===== src/hsb_pkg.sv =====
`timescale 1ns / 1ps
`default_nettype none
// ----------------------------------------------------------------------------
// HSB to RGB converter package
// Beat types, arithmetic constants and pipeline control shared by the
// converter and its per-channel scaling unit.
// ----------------------------------------------------------------------------
package hsb_pkg;

    // Input beat: hue in degrees, saturation and brightness in percent.
    typedef struct packed {
        logic [8:0] hue_deg;
        logic [6:0] sat_pct;
        logic [6:0] bright_pct;
    } hsb_in_t;

    // Output beat: one byte per color channel.
    typedef struct packed {
        logic [7:0] red;
        logic [7:0] green;
        logic [7:0] blue;
    } hsb_out_t;

    // Stage enables for the channel scaling stages.
    typedef struct packed {
        logic en3;
        logic en4;
        logic en5;
        logic en6;
    } hsb_stage_ctl_t;

    // Hue sectors of 120 degrees each.
    typedef enum logic [1:0] {
        SECTOR_0 = 2'd0,
        SECTOR_1 = 2'd1,
        SECTOR_2 = 2'd2
    } hsb_sector_t;

    // Input limits and sector geometry.
    localparam logic [8:0]  HUE_LIMIT    = 9'd360;
    localparam logic [6:0]  PCT_LIMIT    = 7'd100;
    localparam logic [8:0]  SECTOR_SPAN  = 9'd120;
    localparam logic [13:0] F_FULL       = 14'd12000;

    // Full scale of one output channel.
    localparam logic [15:0] CHANNEL_MAX  = 16'd255;

    // Widths of the scaling path.
    localparam int BF_W   = 21;   // bright * F, at most 1200000
    localparam int PROD_W = 37;   // bright * F * CHANNEL_MAX
    localparam int LOW_W  = 29;   // products below the saturation limit
    localparam int RCP_W  = 28;   // reciprocal multiplier
    localparam int RCP_SH = 48;   // reciprocal scaling shift

    // Divisor, saturation threshold and its reciprocal.
    localparam logic [BF_W-1:0]   F_DIVISOR = BF_W'(1200000);
    localparam logic [PROD_W-1:0] SAT_LIMIT = PROD_W'(256 * 1200000);
    localparam logic [RCP_W-1:0]  RCP_MULT  = RCP_W'((64'd1 << RCP_SH) / 64'd1200000);

endpackage
`default_nettype wire


===== src/hsb_chan.sv =====
`timescale 1ns / 1ps
`default_nettype none
// ----------------------------------------------------------------------------
// HSB channel scaling unit
// Four-stage pipeline computing floor(bright * CHANNEL_MAX * F / 1200000),
// saturated to 255, with the division done by a reciprocal multiply and a
// single correction step.
// ----------------------------------------------------------------------------
module hsb_chan (
    input  wire logic                    aclk,
    input  wire hsb_pkg::hsb_stage_ctl_t ctl,
    input  wire logic [6:0]              bright_in,
    input  wire logic [13:0]             f_in,
    output logic [7:0]                   chan_out
);

    logic [hsb_pkg::BF_W-1:0]        bf_reg, bf_next;
    logic [hsb_pkg::PROD_W-1:0]      prod_next;
    logic [hsb_pkg::LOW_W-1:0]       plow4_reg, plow4_next;
    logic                            sat4_reg, sat4_next;
    logic [hsb_pkg::LOW_W-1:0]       plow5_reg;
    logic                            sat5_reg;
    logic [hsb_pkg::LOW_W+hsb_pkg::RCP_W-1:0] rcp_prod;
    logic [7:0]                      qe_reg, qe_next;
    logic [hsb_pkg::LOW_W-1:0]       qd;
    logic [hsb_pkg::LOW_W-1:0]       rem;
    logic [7:0]                      q_reg, q_next;

    // Stage 3: brightness times the sector factor.
    assign bf_next = hsb_pkg::BF_W'(bright_in) * hsb_pkg::BF_W'(f_in);

    // Stage 4: scale to channel range and flag products that saturate.
    always_comb begin
        prod_next  = hsb_pkg::PROD_W'(bf_reg) * hsb_pkg::PROD_W'(hsb_pkg::CHANNEL_MAX);
        sat4_next  = (prod_next >= hsb_pkg::SAT_LIMIT);
        plow4_next = prod_next[hsb_pkg::LOW_W-1:0];
    end

    // Stage 5: quotient estimate, low by at most one.
    always_comb begin
        rcp_prod = (hsb_pkg::LOW_W+hsb_pkg::RCP_W)'(plow4_reg)
                 * (hsb_pkg::LOW_W+hsb_pkg::RCP_W)'(hsb_pkg::RCP_MULT);
        qe_next  = rcp_prod[hsb_pkg::RCP_SH+7:hsb_pkg::RCP_SH];
    end

    // Stage 6: correct the estimate from the remainder and saturate.
    always_comb begin
        qd  = hsb_pkg::LOW_W'(qe_reg) * hsb_pkg::LOW_W'(hsb_pkg::F_DIVISOR);
        rem = plow5_reg - qd;
        if (sat5_reg) begin
            q_next = 8'hFF;
        end else if (rem >= hsb_pkg::LOW_W'(hsb_pkg::F_DIVISOR)) begin
            q_next = qe_reg + 8'd1;
        end else begin
            q_next = qe_reg;
        end
    end

    // Payload registers, each held while its stage is stalled.
    always_ff @(posedge aclk) begin
        if (ctl.en3) begin
            bf_reg <= bf_next;
        end
        if (ctl.en4) begin
            plow4_reg <= plow4_next;
            sat4_reg  <= sat4_next;
        end
        if (ctl.en5) begin
            qe_reg    <= qe_next;
            plow5_reg <= plow4_reg;
            sat5_reg  <= sat4_reg;
        end
        if (ctl.en6) begin
            q_reg <= q_next;
        end
    end

    assign chan_out = q_reg;

endmodule
`default_nettype wire


===== src/hsb_to_rgb_converter.sv =====
`timescale 1ns / 1ps
`default_nettype none
// ----------------------------------------------------------------------------
// HSB to RGB converter
// Converts hue, saturation and brightness to an RGB byte triple using the
// three-sector scheme, in a six-stage pipeline.
//
//  Channel | Ports                        | Beat
//  --------+------------------------------+------------------------------------
//  input   | s_valid, s_ready, s_data     | hue_deg, sat_pct, bright_pct
//  output  | m_valid, m_ready, m_data     | red, green, blue
//
// One beat is accepted per cycle while s_ready is high. Stage 1 clamps and
// finds the sector, stage 2 forms the three sector factors, stages 3 to 6
// scale and divide each channel.
// Reset clears the stage valid bits only. A stall on the output holds the
// last stage, and earlier stages keep filling any empty slots before it.
// ----------------------------------------------------------------------------
module hsb_to_rgb_converter (
    input  wire logic             aclk,
    input  wire logic             aresetn,
    input  wire logic             s_valid,
    output logic                  s_ready,
    input  wire hsb_pkg::hsb_in_t s_data,
    output logic                  m_valid,
    input  wire logic             m_ready,
    output hsb_pkg::hsb_out_t     m_data
);

    // Stage valid bits and enables.
    logic [6:1] v_reg, v_next;
    logic [6:1] en;
    hsb_pkg::hsb_stage_ctl_t ctl;

    // Stage 1 signals.
    logic [8:0]  hue_c;
    logic [6:0]  sat_c, bright_c;
    hsb_pkg::hsb_sector_t sector_next;
    logic [8:0]  x_full;
    logic [6:0]  x1;
    logic [13:0] xs_next, ts_next;
    logic [13:0] xs_reg, ts_reg;
    logic [6:0]  bright1_reg;
    hsb_pkg::hsb_sector_t sector1_reg;

    // Stage 2 signals.
    logic [13:0] fp_next, fs_next, ft_next;
    logic [13:0] fp_reg, fs_reg, ft_reg;
    logic [6:0]  bright2_reg;
    hsb_pkg::hsb_sector_t sector2_reg, sector3_reg, sector4_reg;
    hsb_pkg::hsb_sector_t sector5_reg, sector6_reg;

    // Channel results by role.
    logic [7:0] q_prim, q_sec, q_tert;

    // Ready chain: a stage advances when it is empty or the next one advances.
    always_comb begin
        en[6] = !v_reg[6] || m_ready;
        en[5] = !v_reg[5] || en[6];
        en[4] = !v_reg[4] || en[5];
        en[3] = !v_reg[3] || en[4];
        en[2] = !v_reg[2] || en[3];
        en[1] = !v_reg[1] || en[2];
        ctl.en3 = en[3];
        ctl.en4 = en[4];
        ctl.en5 = en[5];
        ctl.en6 = en[6];
    end

    assign s_ready = en[1];
    assign m_valid = v_reg[6];

    // Valid bits move with their beats.
    always_comb begin
        v_next = v_reg;
        if (en[1]) begin
            v_next[1] = s_valid;
        end
        if (en[2]) begin
            v_next[2] = v_reg[1];
        end
        if (en[3]) begin
            v_next[3] = v_reg[2];
        end
        if (en[4]) begin
            v_next[4] = v_reg[3];
        end
        if (en[5]) begin
            v_next[5] = v_reg[4];
        end
        if (en[6]) begin
            v_next[6] = v_reg[5];
        end
    end

    always_ff @(posedge aclk) begin
        if (!aresetn) begin
            v_reg <= '0;
        end else begin
            v_reg <= v_next;
        end
    end

    // Stage 1: clamp inputs, pick the sector and form the hue products.
    always_comb begin
        hue_c    = (s_data.hue_deg > hsb_pkg::HUE_LIMIT) ? hsb_pkg::HUE_LIMIT
                                                         : s_data.hue_deg;
        sat_c    = (s_data.sat_pct > hsb_pkg::PCT_LIMIT) ? hsb_pkg::PCT_LIMIT
                                                         : s_data.sat_pct;
        bright_c = (s_data.bright_pct > hsb_pkg::PCT_LIMIT) ? hsb_pkg::PCT_LIMIT
                                                            : s_data.bright_pct;
        if (hue_c < hsb_pkg::SECTOR_SPAN) begin
            sector_next = hsb_pkg::SECTOR_0;
            x_full      = hue_c;
        end else if (hue_c < (hsb_pkg::SECTOR_SPAN << 1)) begin
            sector_next = hsb_pkg::SECTOR_1;
            x_full      = hue_c - hsb_pkg::SECTOR_SPAN;
        end else begin
            sector_next = hsb_pkg::SECTOR_2;
            x_full      = hue_c - (hsb_pkg::SECTOR_SPAN << 1);
        end
        x1      = x_full[6:0];
        xs_next = 14'(x1) * 14'(sat_c);
        ts_next = 14'(hsb_pkg::SECTOR_SPAN) * 14'(sat_c);
    end

    // Stage 2: primary, secondary and tertiary factors.
    always_comb begin
        fp_next = hsb_pkg::F_FULL - xs_reg;
        fs_next = hsb_pkg::F_FULL - ts_reg + xs_reg;
        ft_next = hsb_pkg::F_FULL - ts_reg;
    end

    // Payload registers of the first two stages and the sector tag.
    always_ff @(posedge aclk) begin
        if (en[1]) begin
            xs_reg      <= xs_next;
            ts_reg      <= ts_next;
            bright1_reg <= bright_c;
            sector1_reg <= sector_next;
        end
        if (en[2]) begin
            fp_reg      <= fp_next;
            fs_reg      <= fs_next;
            ft_reg      <= ft_next;
            bright2_reg <= bright1_reg;
            sector2_reg <= sector1_reg;
        end
        if (en[3]) begin
            sector3_reg <= sector2_reg;
        end
        if (en[4]) begin
            sector4_reg <= sector3_reg;
        end
        if (en[5]) begin
            sector5_reg <= sector4_reg;
        end
        if (en[6]) begin
            sector6_reg <= sector5_reg;
        end
    end

    // Channel scaling, one unit per role.
    hsb_chan u_chan_prim (
        .aclk      (aclk),
        .ctl       (ctl),
        .bright_in (bright2_reg),
        .f_in      (fp_reg),
        .chan_out  (q_prim)
    );

    hsb_chan u_chan_sec (
        .aclk      (aclk),
        .ctl       (ctl),
        .bright_in (bright2_reg),
        .f_in      (fs_reg),
        .chan_out  (q_sec)
    );

    hsb_chan u_chan_tert (
        .aclk      (aclk),
        .ctl       (ctl),
        .bright_in (bright2_reg),
        .f_in      (ft_reg),
        .chan_out  (q_tert)
    );

    // Route the roles to red, green and blue by sector.
    always_comb begin
        case (sector6_reg)
            hsb_pkg::SECTOR_0: begin
                m_data.red   = q_prim;
                m_data.green = q_sec;
                m_data.blue  = q_tert;
            end
            hsb_pkg::SECTOR_1: begin
                m_data.red   = q_tert;
                m_data.green = q_prim;
                m_data.blue  = q_sec;
            end
            default: begin
                m_data.red   = q_sec;
                m_data.green = q_tert;
                m_data.blue  = q_prim;
            end
        endcase
    end

endmodule
`default_nettype wire

===== config.mk =====
export PLATFORM = sky130hd
export DESIGN_NAME = hsb_to_rgb_converter
export DESIGN_NICKNAME = d
export VERILOG_FILES = /design/src/hsb_pkg.sv /design/src/hsb_chan.sv /design/src/hsb_to_rgb_converter.sv
export SDC_FILE = /design/constraint.sdc
export NUM_CORES = 2
export LEC_CHECK = 0
export ABC_AREA = 1
export BUFFER_PORTS_ARGS = -buffer_cell sky130_fd_sc_hd__buf_2
export CAP_MARGIN = 5
export CORE_MARGIN = 2
export CORE_UTILIZATION = 40
export CTS_CLUSTER_SIZE = 10
export DETAILED_ROUTE_END_ITERATION = 10
export PLACE_DENSITY = 0.62
export SETUP_SLACK_MARGIN = 0.3
export SLEW_MARGIN = 20
export SYNTH_ARGS = -nofsm -noshare
export SYNTH_HDL_FRONTEND = slang
export SYNTH_SLANG_ARGS = --single-unit

===== constraint.sdc =====
create_clock -name aclk -period 11.9 [get_ports aclk]
set_clock_uncertainty 0.15 [all_clocks]
set_input_delay 2.38 -clock aclk [delete_from_list [all_inputs] [get_ports aclk]]
set_output_delay 2.38 -clock aclk [all_outputs]
set_load 0.005 [all_outputs]

---- Word-level counts from Yosys, hierarchy flattened ----
Cells that the tools add are included.
word-level totals
  output and inout bits ................... 26
  flip-flop bits (word level) ............. 390
operators by class
  $lt $le $gt $ge ......................... 11
  muxes and demuxes ....................... 9
  multiply operators ...................... 14
  reductions and logical operators ........ 13
  add/subtract/negate cells ............... 11
  equal/unequal tests ..................... 1
operators by type and width
  cell                    count
  $mul 29x24->52 const B  3
  $ge 29x21->1 const B    3
  $ge 29x29->1 const B    3
  $mul 21x8->29 const B   3
  $sub 29x29->29          3
  $mul 8x14->22 const B   3
  $mul 7x14->21           3
  $pmux 24 s2             1
  $sub 14x14->14 const A  2
  $add 8x1->8 const B     3
  $mux 8                  3
  $mux 7                  3
  $add 14x14->14          1
  $gt 7x7->1 const B      2
  $mul 7x7->14            1
  $sub 7x7->7 const B     2
  $mul 4x7->11 const A    1
  $gt 9x9->1 const B      1
  $lt 9x7->1 const B      1
  $lt 9x8->1 const B      1
  $mux 9                  1
  $logic_not 1->1         6
  $logic_or 1x1->1        6
  $eq 2x1->1 const B      1
  other kinds (2)         2

---- Longest topological paths before layout ----
  word-level depth ........................ 7
  gate-level depth with buffers ........... 37
  mapped depth without buffers ............ 36

---- Cells and area by module ----
A second synthesis with hierarchy kept.
unflattened totals
  cell total of the unflattened synthesis .. 9431
  area, all modules ....................... 84000.6 um^2
by module, submodules not included
  module                  times used  seq. area each (um^2)  cells an instance  area an instance (um^2)
  hsb_chan (u_chan_sec)   1           2912.8                 2897               25907.3
  hsb_chan (u_chan_prim)  1           2702.6                 2962               25807.3
  hsb_chan (u_chan_tert)  1           2702.6                 2865               25454.4
  hsb_to_rgb_converter    1           2792.7                 707                6831.6

---- Least setup slack after synthesis ----
No wires, ideal clock.
  kind .................................... input -> output
  from .................................... input port m_ready
  to ...................................... output port s_ready
  path buffers ............................ 0
  arrival ................................. 9.464 ns
  slack ................................... -0.094 ns
  stages .................................. 10
  cells stage by stage .................... nor2_1 > inv_1 > nor2_1 > inv_1 > nor2_1 > inv_1 > nor2_1 > inv_1 > nor2_1 > nand2_1
RTL lines
  item                RTL line                    source
  start: declaration  hsb_to_rgb_converter.sv:26  input wire logic m_ready,
  end: declaration    hsb_to_rgb_converter.sv:23  output logic s_ready,

==> results.ini <==
[critical_path]
arrival_ns = 5.48
reg2reg_setup_slack_ns = 4.94
critPathMaxFanout = 46
crit_type = in2out
reg2reg_to = u_chan_sec.chan_out[6]
cp.required_ns = 9.37
r2r_cells = 31
worstSetupStartpointType = primary input
end_kind = output pin
rr_startpoint = u_chan_sec.qe_reg[2]

[synth]
yosys.area.top_type = fa_1
ys_seq_area_frac = 0.135
synthTopCellsByCount = inv_1, nand2_1, fa_1
synthFlopType = edfxtp_1
synth_nets = 11800
synth_edf_count = 362
syn_inst = 9189
yosys-top-cells-area = fa_1, ha_1, edfxtp_1
yosysWarnings = 0
syn_avg_cell_area_um2 = 8.85
syn-cell-area_um2 = 81400
synth_top_area_frac = 0.351
ys_async_sr_fraction = 0
ys_ff_latch = 368
synth.distinct_cells = 60
synthMostInstantiatedCell = inv_1

[flow_run]
maxCapViolations = 0

[sta]
maxSlewHeadroom = 0.332
max_clock_freq_mhz = 125
setup_violations = 0
layout_setup_ws_ns = 3.89
period_minus_slack_ns = 8.01
rsz0062_at_grt = no
period_share = 0.673
report.final.slew_viol_count = 0
hold_viol = 0
setup_tns_ns = 0
worst_pin_slew_ns = 1.00

[cts]
holdBufCountCts = 0
cts_resized = 0
htreeDepth = 2
clk_path_buf_depth = 3
cts_buffers = 50
path_clk_slew_ns = 0.05
cts-root-buf = clkbuf_16
cts_tree = yes
cts_setup_buffers = 0
worstSkewPairLatency_ns = 0.66
clkSinkCount = 368

[routing]
first_iter_violations = 3610
drt-total-wl_um = 206000
post-route-drc-count = 0
postRouteAntennaNets = 0
vias_per_cell = 4.91
vias = 58800
routedWlPerCell_um = 17.2
dr.pass1.iters = 6

[global_route]
grt_pass1_vias = 62600
grt_overflow_total = 0
grt_pass1_wl_um = 336000
grtUsageTotal = 0.205
antenna_found_initial = 3
grt_start_max_net_pins = 64

[placed_design]
post-place-ws_ns = 3.62
io_buffers = 52
placed_area_um2 = 84900
dpl.cell_count = 11900
dp_hpwl_um = 183000
place.gp.congestion = 0.970

[layout]
stdcell_area_um2 = 86500
largest_register_ff_count = 29
fillers = 19700
drive_gt1_frac = 0.0233
layout.cells.non_filler = 12000
multiInputGateArea_um2 = 60300
seqCellArea_um2 = 11000
nNetsFinal = 11900
syn_to_final_growth_pct = 6.27

[die]
die_width_um = 455
die_h_um = 455
die_area_um2 = 207000
core_um2 = 202000
start_util = 0.403
rows = 165
io_pins = 53

[worst_hold_path]
worstHoldEndpoint = bright2_reg[5]
hp-class = reg2reg
hold_path_depth = 0
min_from = bright1_reg[5]

[outcome]
status = complete, no violations

-- critical path, stage by stage --
cell and delay (ns):
buf_2 0.09, nor2_1 0.04, inv_1 0.05, buf_4 0.38, nor2_1 0.13, clkinvlp_4 0.08
buf_4 0.49, nor2_1 0.15, inv_4 0.31, nor2_1 0.09, inv_2 0.05, buf_4 0.28
nor2_1 0.16, nand2_2 0.08, buf_4 0.41, buf_2 0.21
-- cells by family after synthesis --
| logic type | count (synthesis) | share of synthesized area |
|---|---|---|
| and+or+nand+nor | 2482 | 0.127 |
| AOI/OAI and AO/OA | 818 | 0.0577 |
| DFF | 368 | 0.135 |
| xor gates and xnor gates | 267 | 0.0287 |
| buffers and inverters | 2684 | 0.124 |
| adders and majority gates | 2570 | 0.527 |
-- metal layers --
| layer | GRT usage | share of wire | vias up |
|---|---|---|---|
| met5 | 0 | 0 | - |
| met2 | 0.336 | 0.46 | 1355 |
| li1 | - | - | 28300 |
| met1 | 0.285 | 0.46 | 28900 |
| met4 | 0.0516 | 0.026 | 0 |
| met3 | 0.0281 | 0.051 | 238 |
-- final cells by class --
| cell class | count | area share |
|---|---|---|
| diodes | 4 | 0.000116 |
| clock buffers | 67 | 0.0154 |
| flip-flops and latches | 368 | 0.127 |
| repair buffers | 68 | 0.00440 |
| multi-input cells | 6137 | 0.697 |
| clock inverters | 20 | 0.00247 |
| well taps | 2672 | 0.0387 |
| inverters | 2639 | 0.115 |
-- worst max-delay path by stage --
| stage | endpoint | start |
|---|---|---|
| 2_1_floorplan | s_ready | m_ready |
| 3_3_place_gp | xs_reg[12] | s_data[14] |
| 3_5_place_dp | xs_reg[12] | s_data[14] |
| 4_1_cts | s_ready | m_ready |
| 5_1_grt | s_ready | m_ready |
| 6_report | s_ready | m_ready |
-- cell usage in the layout (no fill, tap or decap), types with 41 or more instances in the layout --
cell type and n:
a21o_1 41, a21oi_1 382, a31oi_1 51, buf_2 52, clkbuf_16 50, edfxtp_1 362
fa_1 1428, ha_1 1142, inv_1 2630, nand2_1 1472, nand3_1 307, nand4_1 85
nor2_1 442, nor3_1 65, o21ai_0 207, xnor2_1 89, xor2_1 178
-- through the flow --
stage / util / hold slack [ns]
4_1_cts: 0.428 / 0.271
5_1_grt: 0.428 / 0.284
3_3_place_gp: 0.420 / 0.262
3_5_place_dp: 0.420 / 0.262
2_1_floorplan: - / 0.250
6_report: 0.428 / 0.266
Power is left out: the tool's default activity adds up to more than one toggle a clock period on the data nets, which glitch-free logic cannot reach.
